===== config.mk =====
export PLATFORM = sky130hd
export DESIGN_NAME = dual_stack_shared_array_unit
export DESIGN_NICKNAME = d
export VERILOG_FILES = /design/src/rtl/core/dssa_pkg.sv /design/src/rtl/core/dssa_ram.sv /design/src/rtl/core/dssa_fifo.sv /design/src/rtl/core/dssa_front.sv /design/src/rtl/core/dssa_back.sv /design/src/rtl/core/dual_stack_shared_array_unit.sv
export SDC_FILE = /design/constraint.sdc
export NUM_CORES = 1
export LEC_CHECK = 0
export BUFFER_PORTS_ARGS = -buffer_cell sky130_fd_sc_hd__buf_2
export CAP_MARGIN = 10
export CORE_ASPECT_RATIO = 0.8
export CORE_MARGIN = 2
export CORE_UTILIZATION = 43
export CTS_CLUSTER_DIAMETER = 120
export CTS_CLUSTER_SIZE = 24
export DETAILED_ROUTE_END_ITERATION = 6
export GPL_ROUTABILITY_DRIVEN = 0
export PLACE_DENSITY = 0.57
export SYNTH_ARGS = -nofsm -noshare
export SYNTH_HDL_FRONTEND = slang
export SYNTH_SLANG_ARGS = --single-unit

===== constraint.sdc =====
create_clock -name clock -period 4.25 [get_ports clock]
set_input_delay 0.85 -clock clock [delete_from_list [all_inputs] [get_ports clock]]
set_output_delay 0.85 -clock clock [all_outputs]
set_load 0.005 [all_outputs]

===== src/rtl/core/dssa_pkg.sv =====
`timescale 1ns / 1ps
package dssa_pkg;

   localparam int STORE_DEPTH_DEFAULT = 32;
   localparam logic [7:0] FILL_BYTE = 8'h5F;

   localparam int QUEUE_DEPTH = 2;
   localparam int QUEUE_AW = $clog2(QUEUE_DEPTH);

   localparam logic [1:0] CMD_PUSH = 2'd0;
   localparam logic [1:0] CMD_POP = 2'd1;
   localparam logic [1:0] CMD_PEEK = 2'd2;

   localparam logic [1:0] ST_OK = 2'd0;
   localparam logic [1:0] ST_OVER = 2'd1;
   localparam logic [1:0] ST_UNDER = 2'd2;

   localparam logic MODE_INTERLEAVED = 1'b0;
   localparam logic MODE_COLLIDING = 1'b1;

   localparam logic [1:0] JOB_REPLY = 2'd0;
   localparam logic [1:0] JOB_WRITE = 2'd1;
   localparam logic [1:0] JOB_READ = 2'd2;
   localparam logic [1:0] JOB_READ_CLEAR = 2'd3;

   typedef struct packed {
      logic [1:0] command;
      logic       stack_select;
      logic [7:0] push_byte;
      logic [4:0] peek_slot;
   } req_type;

   typedef struct packed {
      logic [1:0] status;
      logic [4:0] slot_touched;
      logic [7:0] data_byte;
   } rsp_type;

   typedef struct packed {
      logic [1:0] kind;
      rsp_type    rsp;
   } job_type;

endpackage


===== src/rtl/core/dssa_ram.sv =====
`timescale 1ns / 1ps
module dssa_ram #(
   parameter int WIDTH = 8,
   parameter int DEPTH = 32,
   localparam int AW = $clog2(DEPTH)
) (
   input  logic             clock,
   input  logic             wr_en,
   input  logic [AW-1:0]    wr_addr,
   input  logic [WIDTH-1:0] wr_data,
   input  logic             rd_en,
   input  logic [AW-1:0]    rd_addr,
   output logic [WIDTH-1:0] rd_data_ff
);

   logic [WIDTH-1:0] mem_ff [DEPTH];

   always_ff @(posedge clock) begin
      if (wr_en) begin
         mem_ff[wr_addr] <= wr_data;
      end
      if (rd_en) begin
         rd_data_ff <= mem_ff[rd_addr];
      end
   end

endmodule


===== src/rtl/core/dssa_fifo.sv =====
`timescale 1ns / 1ps
module dssa_fifo
   import dssa_pkg::*;
#(
   parameter int WIDTH = 8
) (
   input  logic             clock,
   input  logic             reset,
   input  logic             push,
   input  logic [WIDTH-1:0] push_data,
   input  logic             pop,
   output logic [WIDTH-1:0] pop_data,
   output logic             empty,
   output logic             full
);

   logic [WIDTH-1:0]    mem_ff [QUEUE_DEPTH];
   logic [QUEUE_AW-1:0] wr_ptr_ff, wr_ptr_in;
   logic [QUEUE_AW-1:0] rd_ptr_ff, rd_ptr_in;
   logic [QUEUE_AW:0]   count_ff, count_in;

   assign empty = (count_ff == '0);
   assign full = (count_ff == (QUEUE_AW + 1)'(QUEUE_DEPTH));
   assign pop_data = mem_ff[rd_ptr_ff];

   always_comb begin
      wr_ptr_in = push ? wr_ptr_ff + QUEUE_AW'(1) : wr_ptr_ff;
      rd_ptr_in = pop ? rd_ptr_ff + QUEUE_AW'(1) : rd_ptr_ff;
      count_in = count_ff + (QUEUE_AW + 1)'(push) - (QUEUE_AW + 1)'(pop);
   end

   always_ff @(posedge clock) begin
      if (push) begin
         mem_ff[wr_ptr_ff] <= push_data;
      end
   end

   always_ff @(posedge clock) begin
      if (reset) begin
         wr_ptr_ff <= '0;
         rd_ptr_ff <= '0;
         count_ff <= '0;
      end else begin
         wr_ptr_ff <= wr_ptr_in;
         rd_ptr_ff <= rd_ptr_in;
         count_ff <= count_in;
      end
   end

endmodule


===== src/rtl/core/dssa_front.sv =====
`timescale 1ns / 1ps
module dssa_front
   import dssa_pkg::*;
#(
   parameter int STORE_DEPTH = STORE_DEPTH_DEFAULT,
   localparam int AW = $clog2(STORE_DEPTH)
) (
   input  logic          clock,
   input  logic          reset,
   input  logic          accept,
   input  req_type       req_word,
   input  logic          mode_write,
   input  logic          mode_word,
   output logic          enq,
   output job_type       job,
   output logic [AW-1:0] job_addr
);

   localparam int TW = AW + 2;
   localparam logic signed [TW-1:0] ZERO = '0;
   localparam logic signed [TW-1:0] ONE = TW'(1);
   localparam logic signed [TW-1:0] TWO = TW'(2);
   localparam logic signed [TW-1:0] DEPTH_S = TW'(STORE_DEPTH);
   localparam logic signed [TW-1:0] LAST_S = TW'(STORE_DEPTH - 1);

   logic                 mode_ff, mode_in;
   logic signed [TW-1:0] top_one_ff, top_one_in;
   logic signed [TW-1:0] top_two_ff, top_two_in;
   logic signed [TW-1:0] mine, slot, next_top;
   logic [31:0]          slot_w, peek_w;
   logic                 sel, colliding, slot_bad, update;

   assign enq = accept;

   always_comb begin
      sel = req_word.stack_select;
      colliding = (mode_ff == MODE_COLLIDING);
      mine = sel ? top_two_ff : top_one_ff;
      slot = mine;
      next_top = mine;
      update = 1'b0;
      peek_w = 32'(req_word.peek_slot);
      job.kind = JOB_REPLY;
      job.rsp.status = ST_OK;
      job.rsp.slot_touched = '0;
      job.rsp.data_byte = '0;
      job_addr = slot[AW-1:0];

      case (req_word.command)
         CMD_PUSH: begin
            slot = mine;
            if (colliding) begin
               next_top = sel ? mine - ONE : mine + ONE;
            end else begin
               next_top = mine + TWO;
            end
         end
         CMD_POP: begin
            if (colliding) begin
               slot = sel ? mine + ONE : mine - ONE;
            end else begin
               slot = mine - TWO;
            end
            next_top = slot;
         end
         default: begin
            slot = mine;
         end
      endcase

      slot_w = 32'(slot);
      slot_bad = (slot < ZERO) || (slot >= DEPTH_S);
      job_addr = slot[AW-1:0];

      case (req_word.command)
         CMD_PUSH: begin
            if (slot_bad || (colliding && (top_one_ff > top_two_ff))) begin
               job.rsp.status = ST_OVER;
            end else begin
               job.kind = JOB_WRITE;
               job.rsp.slot_touched = slot_w[4:0];
               job.rsp.data_byte = req_word.push_byte;
               update = 1'b1;
            end
         end
         CMD_POP: begin
            if (slot_bad || (!colliding && sel && (slot < ONE))) begin
               job.rsp.status = ST_UNDER;
            end else begin
               job.kind = JOB_READ_CLEAR;
               job.rsp.slot_touched = slot_w[4:0];
               update = 1'b1;
            end
         end
         CMD_PEEK: begin
            job.rsp.slot_touched = req_word.peek_slot;
            job_addr = peek_w[AW-1:0];
            if (peek_w < 32'(STORE_DEPTH)) begin
               job.kind = JOB_READ;
            end else begin
               job.rsp.data_byte = FILL_BYTE;
            end
         end
         default: begin
            job.kind = JOB_REPLY;
         end
      endcase

      mode_in = mode_ff;
      top_one_in = top_one_ff;
      top_two_in = top_two_ff;
      if (accept && update) begin
         if (sel) begin
            top_two_in = next_top;
         end else begin
            top_one_in = next_top;
         end
      end
      if (mode_write) begin
         mode_in = mode_word;
         top_one_in = ZERO;
         top_two_in = (mode_word == MODE_COLLIDING) ? LAST_S : ONE;
      end
   end

   always_ff @(posedge clock) begin
      if (reset) begin
         mode_ff <= MODE_INTERLEAVED;
         top_one_ff <= ZERO;
         top_two_ff <= ONE;
      end else begin
         mode_ff <= mode_in;
         top_one_ff <= top_one_in;
         top_two_ff <= top_two_in;
      end
   end

endmodule


===== src/rtl/core/dssa_back.sv =====
`timescale 1ns / 1ps
module dssa_back
   import dssa_pkg::*;
#(
   parameter int STORE_DEPTH = STORE_DEPTH_DEFAULT,
   localparam int AW = $clog2(STORE_DEPTH)
) (
   input  logic          clock,
   input  logic          reset,
   input  logic          clear_start,
   input  logic          q_empty,
   input  job_type       q_job,
   input  logic [AW-1:0] q_addr,
   output logic          q_pop,
   output logic          clearing,
   output logic          rsp_strobe,
   output rsp_type       rsp_word
);

   localparam logic S_IDLE = 1'b0;
   localparam logic S_WAIT = 1'b1;
   localparam logic [AW-1:0] LAST_ADDR = AW'(STORE_DEPTH - 1);

   logic          state_ff, state_in;
   logic          clr_ff, clr_in;
   logic [AW-1:0] clr_addr_ff, clr_addr_in;
   job_type       job_ff, job_in;
   logic [AW-1:0] addr_ff, addr_in;
   logic          rsp_valid_ff, rsp_valid_in;
   rsp_type       rsp_ff, rsp_in;
   logic          ram_we, ram_re;
   logic [AW-1:0] ram_waddr, ram_raddr;
   logic [7:0]    ram_wdata, ram_rdata;

   dssa_ram #(
      .WIDTH (8),
      .DEPTH (STORE_DEPTH)
   ) u_ram (
      .clock      (clock),
      .wr_en      (ram_we),
      .wr_addr    (ram_waddr),
      .wr_data    (ram_wdata),
      .rd_en      (ram_re),
      .rd_addr    (ram_raddr),
      .rd_data_ff (ram_rdata)
   );

   assign clearing = clr_ff;
   assign rsp_strobe = rsp_valid_ff;
   assign rsp_word = rsp_ff;

   always_comb begin
      state_in = state_ff;
      clr_in = clr_ff;
      clr_addr_in = clr_addr_ff;
      job_in = job_ff;
      addr_in = addr_ff;
      rsp_valid_in = 1'b0;
      rsp_in = rsp_ff;
      q_pop = 1'b0;
      ram_we = 1'b0;
      ram_waddr = clr_addr_ff;
      ram_wdata = FILL_BYTE;
      ram_re = 1'b0;
      ram_raddr = q_addr;

      if (clr_ff) begin
         ram_we = 1'b1;
         clr_addr_in = clr_addr_ff + AW'(1);
         if (clr_addr_ff == LAST_ADDR) begin
            clr_in = 1'b0;
         end
      end else begin
         case (state_ff)
            S_IDLE: begin
               if (!q_empty) begin
                  q_pop = 1'b1;
                  job_in = q_job;
                  addr_in = q_addr;
                  case (q_job.kind)
                     JOB_WRITE: begin
                        ram_we = 1'b1;
                        ram_waddr = q_addr;
                        ram_wdata = q_job.rsp.data_byte;
                        rsp_valid_in = 1'b1;
                        rsp_in = q_job.rsp;
                     end
                     JOB_READ, JOB_READ_CLEAR: begin
                        ram_re = 1'b1;
                        state_in = S_WAIT;
                     end
                     default: begin
                        rsp_valid_in = 1'b1;
                        rsp_in = q_job.rsp;
                     end
                  endcase
               end
            end
            S_WAIT: begin
               rsp_valid_in = 1'b1;
               rsp_in = job_ff.rsp;
               rsp_in.data_byte = ram_rdata;
               if (job_ff.kind == JOB_READ_CLEAR) begin
                  ram_we = 1'b1;
                  ram_waddr = addr_ff;
               end
               state_in = S_IDLE;
            end
            default: begin
               state_in = S_IDLE;
            end
         endcase
      end

      if (clear_start) begin
         clr_in = 1'b1;
         clr_addr_in = '0;
         state_in = S_IDLE;
      end
   end

   always_ff @(posedge clock) begin
      job_ff <= job_in;
      addr_ff <= addr_in;
      rsp_ff <= rsp_in;
   end

   always_ff @(posedge clock) begin
      if (reset) begin
         state_ff <= S_IDLE;
         clr_ff <= 1'b1;
         clr_addr_ff <= '0;
         rsp_valid_ff <= 1'b0;
      end else begin
         state_ff <= state_in;
         clr_ff <= clr_in;
         clr_addr_ff <= clr_addr_in;
         rsp_valid_ff <= rsp_valid_in;
      end
   end

   a_wait_answers: assert property (@(posedge clock) disable iff (reset)
      (state_ff == S_WAIT) |=> rsp_valid_ff)
      else $error("read without answer");

   a_no_pop_while_clearing: assert property (@(posedge clock) disable iff (reset)
      clr_ff |-> !q_pop)
      else $error("queue popped during store clear");

   a_pop_nonempty: assert property (@(posedge clock) disable iff (reset)
      q_pop |-> !q_empty)
      else $error("pop from empty queue");

   a_read_then_wait: assert property (@(posedge clock) disable iff (reset)
      (ram_re && !clear_start) |=> (state_ff == S_WAIT))
      else $error("store read not followed by wait");

endmodule


===== src/rtl/core/dual_stack_shared_array_unit.sv =====
`timescale 1ns / 1ps
// Push, error, unused-code and out-of-range peek replies pass through the queue and the
// result register; pop and in-range peek also pass S_WAIT for the registered store read.
// Throughput: one push per cycle while busy is low; pop and in-range peek hold the store
// port through the read and S_WAIT, a 2-entry queue between classifier and store
// sequencer absorbs the difference. Reset and every mode write clear the store with a fill
// pass over all STORE_DEPTH slots, during which busy stays high; results are never back-pressured.
module dual_stack_shared_array_unit
   import dssa_pkg::*;
#(
   parameter int STORE_DEPTH = STORE_DEPTH_DEFAULT
) (
   input  logic    clock,
   input  logic    reset,
   input  logic    start,
   output logic    busy,
   input  req_type req_word,
   output logic    rsp_strobe,
   output rsp_type rsp_word,
   input  logic    csr_valid,
   output logic    csr_ready,
   input  logic    csr_word
);

   localparam int AW = $clog2(STORE_DEPTH);
   localparam int QW = AW + $bits(job_type);

   logic          accept, csr_write;
   logic          enq, q_pop, q_empty, q_full, clearing;
   job_type       f_job, q_job;
   logic [AW-1:0] f_addr, q_addr;
   logic [QW-1:0] q_out;

   // take a mode word only with the queue drained; hold new commands off meanwhile
   assign csr_ready = q_empty;
   assign csr_write = csr_valid && csr_ready;
   assign busy = clearing || q_full || csr_write;
   assign accept = start && !busy;
   assign q_addr = q_out[QW-1 -: AW];
   assign q_job = q_out[$bits(job_type)-1:0];

   dssa_front #(
      .STORE_DEPTH (STORE_DEPTH)
   ) u_front (
      .clock      (clock),
      .reset      (reset),
      .accept     (accept),
      .req_word   (req_word),
      .mode_write (csr_write),
      .mode_word  (csr_word),
      .enq        (enq),
      .job        (f_job),
      .job_addr   (f_addr)
   );

   dssa_fifo #(
      .WIDTH (QW)
   ) u_fifo (
      .clock     (clock),
      .reset     (reset),
      .push      (enq),
      .push_data ({f_addr, f_job}),
      .pop       (q_pop),
      .pop_data  (q_out),
      .empty     (q_empty),
      .full      (q_full)
   );

   dssa_back #(
      .STORE_DEPTH (STORE_DEPTH)
   ) u_back (
      .clock       (clock),
      .reset       (reset),
      .clear_start (csr_write),
      .q_empty     (q_empty),
      .q_job       (q_job),
      .q_addr      (q_addr),
      .q_pop       (q_pop),
      .clearing    (clearing),
      .rsp_strobe  (rsp_strobe),
      .rsp_word    (rsp_word)
   );

endmodule


## Yosys cells after proc, flatten, opt, wreduce, memory -nomap -nowiden

Memories as Yosys holds them, arrays and structs flattened. A register that Yosys moved wholly into a read port is not among the register bits.
Cells that the tools add are included.

- $add $sub $neg: 9
- $mul: 0
- Divide/modulo/power cells: 0
- $lt $le $gt $ge: 4
- Equality and inequality tests: 10
- Shift operators: 0
- Multiplexer cells: 61
- Bitwise operators: 4
- Reductions and logical operators: 24

Operators with widths:

| operator | count |
|---|---|
| 2-to-1 mux 7 bit | 9 |
| 2-to-1 mux 8 bit | 5 |
| 2-to-1 mux 5 bit | 7 |
| 2-to-1 mux 15 bit | 2 |
| one-hot mux 15 bit (2 select lines) | 1 |
| 2-to-1 mux 1 bit | 25 |
| one-hot mux 5 bit (3 select lines) | 1 |
| one-hot mux 7 bit (2 select lines) | 1 |
| 2-to-1 mux 13 bit | 1 |
| == test 2 bit, second input constant | 5 |
| one-hot mux 5 bit (2 select lines) | 1 |
| one-hot mux 1 bit (2 select lines) | 4 |
| adder 7 x 2 -> 7 bit, second input constant | 1 |
| adder 7 x 3 -> 7 bit, second input constant | 1 |
| greater-or-equal comparator 7 bit, second input constant | 1 |
| > comparator 7 bit | 1 |
| < comparator 7 x 1 -> 1 bit, second input constant | 1 |
| < comparator 7 x 2 -> 1 bit, second input constant | 1 |
| subtractor 7 x 2 -> 7 bit, second input constant | 1 |
| subtractor 7 x 3 -> 7 bit, second input constant | 1 |
| logical AND 1 bit | 6 |
| one-hot mux 2 bit (3 select lines) | 1 |
| AND reduction 3 bit | 2 |
| OR reduction 2 bit | 3 |
| 15 further kinds | 30 |

- Register bits after elaboration: 56
- Latch bits: 0
- RAM bits: 300
- Memory bits (read-only): 0
- Input bits: 21
- Output and inout port bits: 18
- Word-level logic and storage cells: 131
- Memories kept: 2

Memories:

| memory | depth | bits a word | read ports | clocked after memory_dff | write ports | RTL line | RTL |
|---|---|---|---|---|---|---|---|
| u_back.u_ram.mem_ff | 32 | 8 | 1 | 1 | 1 | dssa_ram.sv:16 | `logic [WIDTH-1:0] mem_ff [DEPTH];` |
| u_fifo.mem_ff | 2 | 22 | 1 | 1 | 1 | dssa_fifo.sv:17 | `logic [WIDTH-1:0] mem_ff [QUEUE_DEPTH];` |

## Depth between registers and ports, before layout

Gate-level depths: netlist of the first run.

- Word-level depth: 13
- Gate-level depth with buffers: 15
- Gate-level depth less buffers: 12

## Modules after synthesis

Synthesis of the first run repeated with hierarchy kept, for this count alone.

- Cell total of the unflattened synthesis: 923
- Area total of the unflattened synthesis: 15,791.4 µm²

Modules (own cells, without submodules):

| module | instances | cells each | area each (µm²) | seq. area each (µm²) |
|---|---|---|---|---|
| dssa_ram | 1 | 417 | 10,133.5 | 7,927.6 |
| dssa_front | 1 | 294 | 2,205.9 | 300.3 |
| dssa_fifo | 1 | 89 | 1,808.0 | 1,421.4 |
| dssa_back | 1 | 119 | 1,617.8 | 1,031.0 |
| dual_stack_shared_array_unit | 1 | 4 | 26.3 | 0.0 |

## Least setup slack after synthesis of the first run

No wires, ideal clock.

- Path type: input port to flip-flop
- From: in req_word[13] (netlist bit)
- To: reg u_front.top_two_ff[2]
- Library setup time: 60 ps
- Arrival time: 4,123 ps
- Required time: 4,190 ps
- Slack: 67 ps
- Stages: 15
- Buffers on the path: 3
- Cells stage by stage: buf_6 buf_8 buf_2 mux2i_1 inv_1 ha_1 and4_1 a31oi_1 a311oi_1 o41a_1 a21o_1 a32oi_4 inv_4 a2111oi_4 a311o_1

- Cells in the longest elaborated chain, start to end: 13
- Elaborated cells on any way between the ends: 29
- Those cells by class: 4 x add/sub; 3 x order compare; 13 x mux; 9 x reduce/logical

RTL lines:

| element | RTL line | RTL |
|---|---|---|
| from (decl) | dual_stack_shared_array_unit.sv:17 | `input req_type req_word,` |
| 2-to-1 mux 7 bit | dssa_front.sv:38 | `mine = sel ? top_two_ff : top_one_ff;` |
| subtractor 7 x 2 -> 7 bit / adder 7 x 2 -> 7 bit (equally long branches) | dssa_front.sv:53, dssa_front.sv:60 |  |
| 2-to-1 mux 7 bit | dssa_front.sv:60 | `slot = sel ? mine + ONE : mine - ONE;` |
| 2-to-1 mux 7 bit | dssa_front.sv:59 | `if (colliding) begin` |
| 2-to-1 mux 7 bit | dssa_front.sv:49 | `case (req_word.command)` |
| < comparator 7 x 1 -> 1 bit, or another cell as far along | dssa_front.sv:72 | `slot_bad = (slot < ZERO) \|\| (slot >= DEPTH_S);` |
| logical OR 1 bit / logical AND 1 bit (equally long branches) | dssa_front.sv:72, dssa_front.sv:87 |  |
| logical OR 1 bit (on tied branches) | dssa_front.sv:87, dssa_front.sv:77 |  |
| 2-to-1 mux 1 bit (on tied branches) | dssa_front.sv:87, dssa_front.sv:77 |  |
| one-hot mux 1 bit (2 select lines) | dssa_front.sv:75 | `case (req_word.command)` |
| logical AND 1 bit | dssa_front.sv:112 | `if (accept && update) begin` |
| nonzero test 2 bit (no source line) | n/a |  |
| AND reduction 2 bit (no source line) | n/a |  |
| to (signal assigned) | dssa_front.sv:134 | `top_two_ff <= top_two_in;` |
| to (decl) | dssa_front.sv:28 | `logic signed [TW-1:0] top_two_ff, top_two_in;` |

Several ways; a longest one is shown, not always the timed one. The select of a mux whose other input is x is not followed.
A chain may end at the register's enable or synchronous reset.

==> impl_metrics.csv, run 1 <==
group,metric,value,unit
clocking,numCtsBuffers,19,
grt,grt_pass1_wl,61.8,mm
grt,grt_max_degree,57,
place,dp_hpwl,26.8,mm
run_status,violations,"design-rule violations",
floorplan,design.die.area,39400,sq um
run_status,outcome,"finished with violations",
grt,grt_usage,20.6,%
sta,period_minus_slack,3.70,ns
floorplan,die_y,178,microns
run,cap_violations,0,
sta,finalMaxSlewViolations,0,
worst_setup_path,required,4.40,ns
layout,ff_latch_area,10700,sq um
detailed_routing,routed_via_density,5.76,
grt,antenna_found_initial,0,
synthesis,syn_nets,1381,
detailed_routing,routed_wl,40.6,mm
clocking,clock_sinks,365,
clocking,clockBufferDepth,3,
worst_setup_path,critPathArrivalTime,3.85,ns
detailed_routing,drt_iter0_drc,1203,
worst_setup_path,criticalPathCategory,"reg -> reg",
detailed_routing,routedWlPerCell,21.8,microns
detailed_routing,dr.pass1.iters,7,
power,p_leak,6.28,nW
floorplan,design.core.area,37200,sq um
clocking,clk_latency,0.51,ns
floorplan,num_rows,63,
sta,fin_crit_sh,87.0,%
power,powerDensity,343,nW/um^2
synthesis,synthFlopType,"edfxtp_1",
layout,fin_nets,1400,
synthesis,syn_inst,1344,
clocking,htreeDepth,1,
layout,area_growth,8.57,%
detailed_routing,drc,3,
synthesis,ys_ff_latch,365,
layout,antenna_cells,0,
floorplan,die_w,221,microns
clocking,cts_setup_buffers,0,
clocking,clockRootBuffer,"clkbuf_16",
worst_setup_path,worstPathMaxFanout,10,
sta,max_slew_margin,23.1,%
worst_setup_path,startpoint_type,"flip-flop",
worst_setup_path,worstSetupEndpointType,"flip-flop",
synthesis,synth.distinct_cells,77,
sta,worst_pin_slew,1.15,ns
sta,fin_setup_tns,0,ns
sta,hold_violations,0,
place,port_buffers,38,
power,vdd_drop_max,0.247,mV
sta,rsz0062_at_grt,"no",
sta,skew,0.0214,ns
layout,drive_gt1_share,11.3,%
place,placed_cell_area,17100,sq um
synthesis,synth_edf_count,337,
min_path,hold_path.class,"reg -> reg",
synthesis,avgSynthCellArea,12.1,sq um
clocking,ctsHoldBuffers,0,
clocking,postCtsResizedCells,0,
synthesis,synthArstFlopShare,0,%
synthesis,netlist_area,16300,sq um
synthesis,ys_seq_area_share,65.6,%
grt,overflow,0,
detailed_routing,via_count,10700,
clocking,cts_tree,"built",
layout,fill_cells,3350,
layout,stdcell_area,17700,sq um
layout,multi_input_area,5150,sq um
grt,grt_pass1_vias,10000,
clocking,clk_pin_slew,0.09,ns
floorplan,initial_core_util,43.7,%
detailed_routing,ant_nets,0,
floorplan,io_pins,39,
synthesis,synth_warnings,0,
sta,setup_violations,0,
sta,max_clock_freq,0.271,GHz
[cell type report]
type | instances | area share (%)
Clock buffer | 32 | 2.97
Inverter | 35 | 0.779
Clock inverter | 1 | 0.113
Multi-Input combinational cell | 861 | 29.2
Sequential cell | 365 | 60.5
Timing Repair Buffer | 81 | 3.05
Tap cell | 487 | 3.45
[metrics by stage]
| stage | hold slack, ns | worst slack [ns] | power, mW | instances | utilization, % |
|---|---|---|---|---|---|
| floorplan | 0.478 | 0.0666 | 4.11 | 1344 | - |
| global placement | 0.498 | 0.273 | 4.18 | 1829 | 46.0 |
| detailed placement | 0.501 | 0.203 | 4.18 | 1829 | 46.0 |
| CTS | 0.528 | 0.554 | 6.11 | 1862 | 47.5 |
| global route | 0.572 | 0.260 | 6.25 | 1862 | 47.5 |
| finish | 0.520 | 0.554 | 6.06 | 1862 | 47.5 |
[sequential cells by signal, summed over array words and instances (netlist names), named ones only]
register and count:
u_back.rsp_strobe 1, u_front.colliding 1, u_fifo.rd_ptr_ff 1, u_back.clr_addr_ff 5
u_back.rsp_word 15, u_front.top_one_ff 7, u_back.u_ram.rd_data_ff 8, u_front.top_two_ff 7
u_fifo.wr_ptr_ff 1, u_fifo.mem_ff 44, u_back.job_ff 9, u_back.clearing 1
u_back.addr_ff 5, u_back.state_ff 1, u_back.u_ram.mem_ff 256, u_fifo.count_ff 2
[per-layer routing]
metal  GRT usage [%]  vias to the layer above  share of wire, %
met5               0                        -                 0
met4            4.28                        0               2.0
met3            2.87                       51               6.8
met2            31.1                      345                43
met1            31.7                     5305                48
li1                -                     5017                 -
[cell families (layout without fill, tap and decap cells)]
kind of cell / count (synthesis) / after routing / share of synthesized area, %
AO/OA/AOI/OAI: 200 / 200 / 9.82
XOR/XNOR: 26 / 26 / 1.40
adder cells (fa/ha/maj): 16 / 16 / 1.23
buffers and inverters: 118 / 149 / 2.95
flip-flops: 365 / 365 / 65.6
multiplexers: 46 / 46 / 3.09
AND/OR/NAND/NOR: 573 / 573 / 15.9
[worst paths after layout]
path	depth (start not counted)	startpoint	slack, ns	end
worst min register to register	2	u_fifo.rd_ptr_ff	0.52	u_fifo.rd_ptr_ff
worst max-delay path	7	flip-flop	0.55	u_back.u_ram.mem_ff[6][3]
worst min-delay path	2	u_fifo.rd_ptr_ff	0.52	u_fifo.rd_ptr_ff
worst max register to register	7	flip-flop	0.55	u_back.u_ram.mem_ff[6][3]
[worst max-delay path, cell delays in order, from the launching register on]
cell and delay (ns):
dfxtp_1 0.55, mux2_2 0.42, nor3b_2 0.26, and2_1 0.38
a21oi_1 0.13, o221ai_1 0.30, or3b_2 0.67, nor2_1 0.62
[cells in the mapped netlist (8+ instances only)]
cell        n  area (sq um)
a211oi_1   14           105
a21oi_1    24           120
a311o_1    10           100
a311oi_1   57           499
and3_1     61           382
buf_1      19          71.3
buf_2       8          40.0
clkbuf_1   53           199
dfxtp_1    28           561
edfxtp_1  337         10100
ha_1       16           200
inv_1      29           109
mux2_2     24           270
mux2i_1    21           210
nand2_1   313          1170
nand3_1    46           230
nor2_1     84           315
nor2b_1    11          68.8
nor3_1     20           100
o21ai_0    23           115
o311ai_0    8          70.1
o31ai_1     9          67.6
xnor2_1    20           175
[report_power, final]
part           switching, mW  internal [mW]  leakage (nW)
clock                   1.10          0.864         0.259
sequential            0.0119           3.87          3.73
combinational          0.137         0.0784          2.28
total                   1.24           4.82          6.28
[layout by cell type, fill, tap and decap left out, types with 11 or more instances in the layout]
master,Yosys,routed
nor2_1,84,83
dfxtp_1,28,28
a211oi_1,14,14
buf_4,1,41
mux2_2,24,24
ha_1,16,16
a21oi_1,24,24
nand2_1,313,313
nor2b_1,11,11
nand3_1,46,46
clkbuf_1,53,13
xnor2_1,20,20
o21ai_0,23,23
edfxtp_1,337,337
and3_1,61,61
mux2i_1,21,18
buf_2,8,38
clkbuf_16,0,19
a311oi_1,57,57
inv_1,29,27
nor3_1,20,19
Note: power is estimated with default switching activity, not from simulation.
==> run 2, diff against run 1 <==
Settings changed: CORE_ASPECT_RATIO 0.8 to 1.1.
==> impl_metrics.csv, run 2 (synthesis results as in run 1) <==
group,metric,value,unit
grt,grt_usage,20.5,%
sta,max_slew_margin,28.0,%
run,cap_violations,0,
grt,grt_pass1_wl,62.0,mm
power,seq_power_share,63.9,%
sta,skew,0.0360,ns
detailed_routing,drc,0,
run_status,outcome,"finished, final reports clean",
power,p_leak,6.39,nW
detailed_routing,drt_iter0_drc,1043,
power,vdd_drop_max,0.193,mV
clocking,clockRootBuffer,"clkbuf_16",
detailed_routing,via_count,10700,
power,switching_share,20.7,%
layout,largest_reg_flops,256,
sta,fin_ws,0.615,ns
sta,setup_violations,0,
floorplan,io_pins,39,
layout,layoutNonFillerInstCount,1889,
floorplan,initial_core_util,43.7,%
power,p_clk_share,32.6,%
worst_setup_path,required,4.69,ns
worst_setup_path,criticalPathCategory,"in -> reg",
sta,fin_crit_sh,85.5,%
clocking,ctsHoldBuffers,0,
worst_setup_path,timing.rr.start,"u_front.top_two_ff[2]",
place,dp_slack,0.147,ns
layout,fin_nets,1420,
clocking,clk_pin_slew,0.10,ns
floorplan,num_rows,74,
clocking,clockBufferDepth,3,
clocking,postCtsResizedCells,0,
detailed_routing,dr.pass1.iters,5,
clocking,clock_sinks,365,
sta,hold_violations,0,
worst_setup_path,startpoint_type,"input port",
layout,drive_gt1_share,12.5,%
floorplan,design.core.area,37200,sq um
grt,grt_max_degree,65,
place,dp_hpwl,26.2,mm
power,switching_power,1.26,mW
floorplan,die_w,189,microns
grt,grt_pass1_vias,10200,
floorplan,die_y,208,microns
detailed_routing,routed_via_density,5.69,
detailed_routing,routedWlPerCell,21.7,microns
place,port_buffers,38,
layout,final_common_cell,"edfxtp_1",
power,p_comb_share,3.4,%
layout,layout_common_cells,"edfxtp_1, nand2_1, nor2_1, and3_1, buf_4",
worst_setup_path,worstPathMaxFanout,8,
grt,overflow,0,
worst_setup_path,worstSetupEndpointType,"flip-flop",
clocking,cts_tree,"built",
sta,fin_setup_tns,0,ns
layout,area_growth,9.62,%
detailed_routing,routed_wl,40.9,mm
sta,finalMaxSlewViolations,0,
clocking,htreeDepth,1,
worst_setup_path,critPathArrivalTime,4.08,ns
sta,worst_pin_slew,1.08,ns
sta,rsz0062_at_grt,"no",
grt,antenna_found_initial,0,
floorplan,design.die.area,39400,sq um
sta,period_minus_slack,3.64,ns
layout,antenna_cells,0,
clocking,cts_setup_buffers,0,
layout,largest_register,"u_back.u_ram.mem_ff",
worst_setup_path,startpoint,"req_word[13]",
power,powerDensity,341,nW/um^2
detailed_routing,ant_nets,0,
sta,max_clock_freq,0.275,GHz
power,internal_power,4.82,mW
clocking,numCtsBuffers,19,
place,post-place-cells,1856,
clocking,clk_latency,0.53,ns
min_path,hp-start,"u_fifo.rd_ptr_ff",
min_path,hold_path.class,"reg -> reg",
## run 2: power groups by stage
| stage | clock network (mW) | logic (mW) | registers [mW] |
|---|---|---|---|
| 2_1_floorplan | 0 | 0.148 | 3.96 |
| 3_3_place_gp | 0 | 0.203 | 3.97 |
| 3_5_place_dp | 0 | 0.204 | 3.97 |
| 4_1_cts | 2.02 | 0.205 | 3.89 |
| 5_1_grt | 2.13 | 0.226 | 3.89 |
| 6_report | 1.98 | 0.208 | 3.89 |
## run 2: worst max-delay path, stage by stage
cell      delay (ns)
buf_2           0.17
mux2i_1         0.47
inv_2           0.12
ha_1            0.27
and4_1          0.20
a31oi_1         0.17
buf_4           0.19
a311oi_1        0.07
o41a_1          0.42
a21o_1          0.23
a32oi_4         0.28
or3_1           0.39
mux2i_1         0.25
## run 2: stage by stage
step | total power, mW | utilization [%] | hold WS, ns | cell area [sq um]
floorplan | 4.11 | - | 0.478 | 16300
global placement | 4.17 | 46.5 | 0.499 | 17300
detailed placement | 4.17 | 46.5 | 0.503 | 17300
CTS | 6.11 | 47.9 | 0.523 | 17800
global route | 6.25 | 47.9 | 0.573 | 17800
finish | 6.08 | 47.9 | 0.525 | 17800
## run 2: path summary, 6_finish.rpt
| check | cells after the start | end | slack [ns] |
|---|---|---|---|
| hold / removal | 2 | flip-flop | 0.53 |
| setup reg to reg | 12 | u_front.top_one_ff[5] | 0.67 |
| setup / recovery | 13 | u_front.top_one_ff[5] | 0.61 |
| hold reg to reg | 2 | flip-flop | 0.53 |
## run 2: final cells by class
type | instances | area (sq um)
Clock inverter | 1 | 20.0
Multi-Input combinational cell | 861 | 5150
Tap cell | 494 | 618
Sequential cell | 365 | 10700
Inverter | 35 | 138
Fill cell | 3370 | 19400
Timing Repair Buffer | 101 | 701
Clock buffer | 32 | 524
## run 2: metal layers
metal | GRT usage, % | up-vias | routed length, microns
met3 | 2.82 | 70 | 2280
met1 | 28.9 | 5302 | 18100
met4 | 5.64 | 0 | 1070
met5 | 0 | - | 0
li1 | - | 5050 | -
met2 | 33.2 | 317 | 19500
